==> src/dmsr_pkg.sv <==
package dmsr_pkg;

    localparam int SPEED_W   = 16;
    localparam int STEP_W    = 15;
    localparam int PERIOD_W  = 16;
    localparam int DUTY_W    = 16;
    localparam int CFG_IDX_W = 2;
    localparam int CFG_DAT_W = 16;
    localparam int FRAC_W    = 14;

    localparam logic [DUTY_W-1:0] DUTY_MAX = '1;

    typedef logic signed [SPEED_W-1:0] t_speed;

    typedef enum logic [CFG_IDX_W-1:0] {
        CFG_ACCEL_STEP  = 2'd0,
        CFG_PWM_PERIOD  = 2'd1,
        CFG_DUTY_OFFSET = 2'd2
    } t_cfg_idx;

    typedef enum logic {
        CMD_SET  = 1'b0,
        CMD_TICK = 1'b1
    } t_cmd;

    typedef enum logic {
        MOTOR_LEFT  = 1'b0,
        MOTOR_RIGHT = 1'b1
    } t_motor;

    typedef struct packed {
        logic [STEP_W-1:0]   accel_step;
        logic [PERIOD_W-1:0] pwm_period;
        logic [DUTY_W-1:0]   duty_offset;
    } t_cfg;

endpackage

==> src/dual_motor_speed_ramp_pwm_core.sv <==
// channel   dir  handshake              payload
// s_axis    in   i_s_tvalid/o_s_tready   tdata target_speed, tuser cmd, motor
// m_axis    out  o_m_tvalid/i_m_tready   tdata four duty counts
// cfg       in   i_cfg_valid/o_cfg_ready index, data
//
// one item per cycle while the sink takes results; a tick item goes from the input
// register through ramp, multiply and clamp into the result register, where its
// result waits until the sink takes it
// set items update a target and give no result
// synchronous active-low reset clears configuration, targets, speeds and valid flags
// a stalled result holds in the output register while the input register still
// takes set items and one more tick item
module dual_motor_speed_ramp_pwm_core
    import dmsr_pkg::*;
(
    input  logic                   i_clk,
    input  logic                   i_rst_n,
    input  logic                   i_s_tvalid,
    output logic                   o_s_tready,
    input  logic [15:0]            i_s_tdata,  // target_speed
    input  logic [1:0]             i_s_tuser,  // cmd, motor
    output logic                   o_m_tvalid,
    input  logic                   i_m_tready,
    // left_forward, left_reverse, right_forward, right_reverse duty
    output logic [4*DUTY_W-1:0]    o_m_tdata,
    input  logic                   i_cfg_valid,
    output logic                   o_cfg_ready,
    input  logic [CFG_IDX_W-1:0]   i_cfg_index,
    input  logic [CFG_DAT_W-1:0]   i_cfg_data
);

    t_cfg   r_cfg;
    t_speed r_left_tgt, r_right_tgt, r_left_cur, r_right_cur;
    t_speed n_left_cur, n_right_cur;

    logic   r_in_vld;
    t_cmd   r_in_cmd;
    t_motor r_in_motor;
    t_speed r_in_speed;

    logic              r_out_vld;
    logic [DUTY_W-1:0] r_lf, r_lr, r_rf, r_rr;
    logic [DUTY_W-1:0] n_lf, n_lr, n_rf, n_rr;

    logic w_s_acc, w_out_free, w_adv, w_tick;

    assign w_out_free = !r_out_vld || i_m_tready;
    assign w_adv      = r_in_vld && (r_in_cmd == CMD_SET || w_out_free);
    assign w_tick     = w_adv && r_in_cmd == CMD_TICK;
    assign o_s_tready = !r_in_vld || w_adv;
    assign w_s_acc    = i_s_tvalid && o_s_tready;
    assign o_cfg_ready = 1'b1;

    dmsr_ramp u_ramp_l (.i_cur(r_left_cur),  .i_tgt(r_left_tgt),  .i_cfg(r_cfg),
                        .o_next(n_left_cur));
    dmsr_ramp u_ramp_r (.i_cur(r_right_cur), .i_tgt(r_right_tgt), .i_cfg(r_cfg),
                        .o_next(n_right_cur));

    dmsr_bridge u_bridge_l (.i_speed(n_left_cur),  .i_cfg(r_cfg), .o_fwd(n_lf), .o_rev(n_lr));
    dmsr_bridge u_bridge_r (.i_speed(n_right_cur), .i_cfg(r_cfg), .o_fwd(n_rf), .o_rev(n_rr));

    always_ff @(posedge i_clk) begin
        if (!i_rst_n) begin
            r_cfg <= '0;
        end else if (i_cfg_valid) begin
            unique case (t_cfg_idx'(i_cfg_index))
                CFG_ACCEL_STEP:  r_cfg.accel_step  <= i_cfg_data[STEP_W-1:0];
                CFG_PWM_PERIOD:  r_cfg.pwm_period  <= i_cfg_data[PERIOD_W-1:0];
                CFG_DUTY_OFFSET: r_cfg.duty_offset <= i_cfg_data[DUTY_W-1:0];
                default: ;
            endcase
        end
    end

    always_ff @(posedge i_clk) begin
        if (!i_rst_n) begin
            r_in_vld <= 1'b0;
        end else if (o_s_tready) begin
            r_in_vld <= i_s_tvalid;
        end
    end

    always_ff @(posedge i_clk) begin
        if (w_s_acc) begin
            r_in_cmd   <= t_cmd'(i_s_tuser[0]);
            r_in_motor <= t_motor'(i_s_tuser[1]);
            r_in_speed <= t_speed'(i_s_tdata);
        end
    end

    always_ff @(posedge i_clk) begin
        if (!i_rst_n) begin
            r_left_tgt  <= '0;
            r_right_tgt <= '0;
            r_left_cur  <= '0;
            r_right_cur <= '0;
        end else if (w_adv) begin
            if (r_in_cmd == CMD_SET) begin
                if (r_in_motor == MOTOR_LEFT) begin
                    r_left_tgt <= r_in_speed;
                end else begin
                    r_right_tgt <= r_in_speed;
                end
            end else begin
                r_left_cur  <= n_left_cur;
                r_right_cur <= n_right_cur;
            end
        end
    end

    always_ff @(posedge i_clk) begin
        if (!i_rst_n) begin
            r_out_vld <= 1'b0;
        end else if (w_out_free) begin
            r_out_vld <= w_tick;
        end
    end

    always_ff @(posedge i_clk) begin
        if (w_tick) begin
            r_lf <= n_lf;
            r_lr <= n_lr;
            r_rf <= n_rf;
            r_rr <= n_rr;
        end
    end

    assign o_m_tvalid = r_out_vld;
    assign o_m_tdata  = {r_rr, r_rf, r_lr, r_lf};

endmodule

==> src/dmsr_ramp.sv <==
module dmsr_ramp
    import dmsr_pkg::*;
(
    input  t_speed i_cur,
    input  t_speed i_tgt,
    input  t_cfg   i_cfg,
    output t_speed o_next
);

    logic signed [SPEED_W+1:0] w_cur;
    logic signed [SPEED_W+1:0] w_tgt;
    logic signed [SPEED_W+1:0] w_step;
    logic signed [SPEED_W+1:0] w_up;
    logic signed [SPEED_W+1:0] w_dn;
    logic signed [SPEED_W+1:0] w_next;

    assign w_cur  = (SPEED_W+2)'(i_cur);
    assign w_tgt  = (SPEED_W+2)'(i_tgt);
    assign w_step = $signed({3'b000, i_cfg.accel_step});
    assign w_up   = w_cur + w_step;
    assign w_dn   = w_cur - w_step;

    always_comb begin
        if (w_cur < w_tgt) begin
            w_next = (w_up < w_tgt) ? w_up : w_tgt;
        end else if (w_cur > w_tgt) begin
            w_next = (w_dn > w_tgt) ? w_dn : w_tgt;
        end else begin
            w_next = w_cur;
        end
    end

    // result always lies between current and target, so it fits
    assign o_next = t_speed'(w_next[SPEED_W-1:0]);

endmodule

==> src/dmsr_bridge.sv <==
module dmsr_bridge
    import dmsr_pkg::*;
(
    input  t_speed            i_speed,
    input  t_cfg              i_cfg,
    output logic [DUTY_W-1:0] o_fwd,
    output logic [DUTY_W-1:0] o_rev
);

    localparam int PROD_W = SPEED_W + 1 + PERIOD_W;

    logic signed [SPEED_W:0] w_ext;
    logic [SPEED_W:0]        w_mag;
    logic [PROD_W-1:0]       w_prod;
    logic [DUTY_W+3:0]       w_sum;
    logic [DUTY_W-1:0]       w_drive;
    logic                    w_pos;

    assign w_ext   = (SPEED_W+1)'(i_speed);
    assign w_mag   = w_ext[SPEED_W] ? $unsigned(-w_ext) : $unsigned(w_ext);
    assign w_prod  = PROD_W'(w_mag) * PROD_W'(i_cfg.pwm_period);
    assign w_sum   = (DUTY_W+4)'(w_prod[PROD_W-1:FRAC_W]) + (DUTY_W+4)'(i_cfg.duty_offset);
    assign w_drive = (w_sum[DUTY_W+3:DUTY_W] != '0) ? DUTY_MAX : w_sum[DUTY_W-1:0];
    assign w_pos   = (i_speed > 0);

    assign o_fwd = w_pos ? w_drive : i_cfg.duty_offset;
    assign o_rev = w_pos ? i_cfg.duty_offset : w_drive;

endmodule

==> config.mk <==
export PLATFORM = sky130hd
export DESIGN_NAME = dual_motor_speed_ramp_pwm_core
export DESIGN_NICKNAME = d
export VERILOG_FILES = /design/src/dmsr_pkg.sv /design/src/dual_motor_speed_ramp_pwm_core.sv /design/src/dmsr_ramp.sv /design/src/dmsr_bridge.sv
export SDC_FILE = /design/constraint.sdc
export NUM_CORES = 2
export LEC_CHECK = 0
export ABC_AREA = 1
export BUFFER_PORTS_ARGS = -buffer_cell sky130_fd_sc_hd__buf_2
export CAP_MARGIN = 20
export CORE_MARGIN = 3
export CORE_UTILIZATION = 45
export CTS_CLUSTER_SIZE = 30
export DETAILED_ROUTE_END_ITERATION = 8
export PLACE_DENSITY_LB_ADDON = 0.1
export SLEW_MARGIN = 5
export SYNTH_ARGS = -nofsm -noshare
export SYNTH_HDL_FRONTEND = slang
export SYNTH_SLANG_ARGS = --single-unit
export TNS_END_PERCENT = 10
==> constraint.sdc <==
create_clock -name i_clk -period 16.9 [get_ports i_clk]
set_input_delay 2.535 -clock i_clk [delete_from_list [all_inputs] [get_ports i_clk]]
set_output_delay 2.535 -clock i_clk [all_outputs]
set_load 0.01 [all_outputs]
==> reports/results.tsv <==
stage	metric	value	unit
synth	Main synth FF type	dfxtp_1	
layout	fraction of layout cells with a size suffix above 1	0.0803	
floorplan	Core Footprint	73600	um2
routing	Via-to-Cell Ratio	5.44	
synth	top-count cell post-synth	nand2_1	
timing	Fin. Hold Viols	0	
worst_hold_path	Hold Path Class	flip-flop to flip-flop	
synth	Compound-Gate Fraction of Synth Area	0.116	
synth	Post-synth EDFFs	82	
floorplan	Initial Util	0.459	
cts	root buf cell	clkbuf_16	
setup_path	CP endpoint kind	flip-flop	
timing	max-slew violation count	0	
placement	RD Place Congestion	0.949	
routing	Initial DRC Count	2312	
floorplan	row cnt	99	
cts	CTS Buffer Depth	2	
synth	mean post-synth cell area	7.73	um2
synth	Synth area leaders	fa_1 (25%), ha_1 (15%), nand2_1 (10%), inv_1 (8.4%), edfxtp_1 (7.3%)	
global_routing	grt total ovfl	0	
placement	IO Port Bufs	106	
synth	synth cell count leaders	nand2_1 (912), inv_1 (754), fa_1 (420)	
global_routing	overall routing resource usage	0.299	
outcome	outcome	finished, final reports clean	
setup_path	worst-path maximum fanout	24	
global_routing	largest net degree at the start of global routing	85	
global_routing	vias in the first global route	29300	
cts	hold_buf cts	0	
synth	synthesized area	33700	um2
routing	vias	29300	
synth	post-synthesis register bit count	195	
routing	TritonRoute pass-1 iters	6	
setup_path	Worst EP required	17.15	ns
global_routing	initial antenna violation count	1	
timing	Final setup viols	0	
synth	sequential cell area fraction in the yosys report	0.140	
placement	dpl ws	2.54	ns
timing	TNS Setup	0	ns
global_routing	global-route wire length before repair	178	mm
layout	Layout area overhead	5.83	%
synth	XOR/XNOR Fraction of Synth Area	0.0314	
routing	final antenna-violating net count	0	
setup_path	CP max stage cell	fa_1	
timing	Final WS setup	2.33	ns
routing	wire per inst	21.5	um
layout	Nets	5265	
floorplan	full die area	78300	um2
floorplan	Die Y-Extent	280	um
cts	# clock sinks	195	
setup_path	crit path DAT	14.82	ns
setup_path	Crit path top cell by count	nand2_1	
job	max-cap viol count	0	
cts	Worst-path clk slew	0.09	ns
cts	TritonCTS Buffers	17	
setup_path	Startpoint Class	flip-flop	
setup_path	WS Path Type	flip-flop to flip-flop	
synth	simple-gate share of the synthesized area	0.204	
synth	post-synthesis mux area share	0	
routing	drt total wl	116	mm
floorplan	Ports	108	
layout	Ant. Diodes	0	
synth	Distinct cells, synth	74	
synth	Post-Synth Adder-Cell Area	0.397	
placement	hpwl dp	94.8	mm
timing	Min Clock Period, post-route	14.57	ns
timing	Slew Limit Headroom	0.372	
cts	worst skew pair latency	0.51	ns
timing	Max Freq	0.0686	GHz
synth	fraction of registers with async set/reset	0	
synth	Syn. warnings	0	
cts	post-CTS setup buffers	0	
layout	Final Util	0.485	
setup_path	CP max stage delay	0.58	ns
cts	H-Tree Depth	4	
timing	crit share post-route	0.862	
synth	top cell type's share of synthesized area	0.249	
cts	post-cts resize count	0	
synth	largest family of logic cells by synthesized area	adder cells	
routing	drc violations	0	
synth	cell taking the most area after synthesis	fa_1	
floorplan	DIE WIDTH	280	um
cts	CTS tree	done	
timing	skew final	0.0221	ns
timing	RSZ-0062 raised after global routing	no	
synth	cell count after synthesis	4368	
timing	Worst Tran Pin Value	0.943	ns
==> layer usage <==
layer  wire (um)  GRT usage  up-vias
li1            -          -    13800
met3        7430     0.0523      196
met5           0          0        -
met2       53000      0.492     1043
met4        4650      0.107        0
met1       50500      0.397    14200
==> sequential cells by signal, indices dropped and copies added (netlist names) <==
| signal | flops |
|---|---|
| r_lf | 16 |
| r_in_motor | 1 |
| r_left_tgt | 16 |
| r_right_tgt | 16 |
| r_rf | 16 |
| r_in_speed | 16 |
| r_cfg | 47 |
| r_rr | 16 |
| o_m_tvalid | 1 |
| r_in_cmd | 1 |
| r_right_cur | 16 |
| r_lr | 16 |
| r_in_vld | 1 |
| r_left_cur | 16 |
==> worst paths after layout <==
check	cells after the start	to	start	slack [ns]
worst min-delay path	2	r_cfg[35]	r_cfg[35]	0.55
worst max-delay path	73	r_lf[15]	r_left_cur[0]	2.33
worst min register to register	2	r_cfg[35]	r_cfg[35]	0.55
worst max register to register	73	r_lf[15]	r_left_cur[0]	2.33
==> metrics by stage <==
step | hold slack [ns] | area, um2 | std cells
final | 0.548 | 35700 | 5378
after global routing | 0.565 | 35700 | 5378
after CTS | 0.544 | 35700 | 5376
after detailed placement | 0.530 | 35100 | 5344
after global placement | 0.518 | 35100 | 5344
after floorplan | 0.477 | 33900 | 4399
==> worst max-delay path: cells and delay by family (launching register included) <==
family	cells	cell delay (ns)
AOI/OAI and AO/OA	11	1.77
xor gates and xnor gates	1	0.18
adders and majority gates	13	5.36
buffers and inverters	7	0.74
DFF	1	0.42
and+or+nand+nor	41	5.82
==> logic make-up after synthesis <==
kind of cell,after synthesis
XOR/XNOR,119
flip-flops,195
AO/OA/AOI/OAI,690
adder cells (fa/ha/maj),818
other,2
buffers and inverters,952
AND/OR/NAND/NOR,1592
==> placed cells by master (no fill, tap or decap), types with 10 or more instances in the layout <==
cell and instances:
ha_1 398, buf_2 106, o211ai_1 21, nor2_1 370, conb_1 33, nor4_1 11
xor2_1 84, o21bai_1 14, edfxtp_1 82, nand2_1 912, a21o_1 11, dfxtp_1 111
inv_2 39, o21ai_0 197, fa_1 420, clkbuf_16 17, nand3_1 121, a21oi_1 332
inv_1 754, o21ai_1 37, nor3_1 20, xnor2_1 34, nand4_2 22, nand4_1 40
a31oi_1 15, nand2_4 10, nand2_2 41, buf_4 30
==> final cells by class <==
class	instances	area, um2
clock buffer	18	429
clock inverter	14	186
fill	7413	37900
inverter	802	3010
multi-input combinational	3252	25400
sequential	195	4730
tap	959	1200
timing repair buffer	138	786
Power is not shown: default switching activity piles up to over one toggle a cycle in this logic, so the estimate is an artifact.
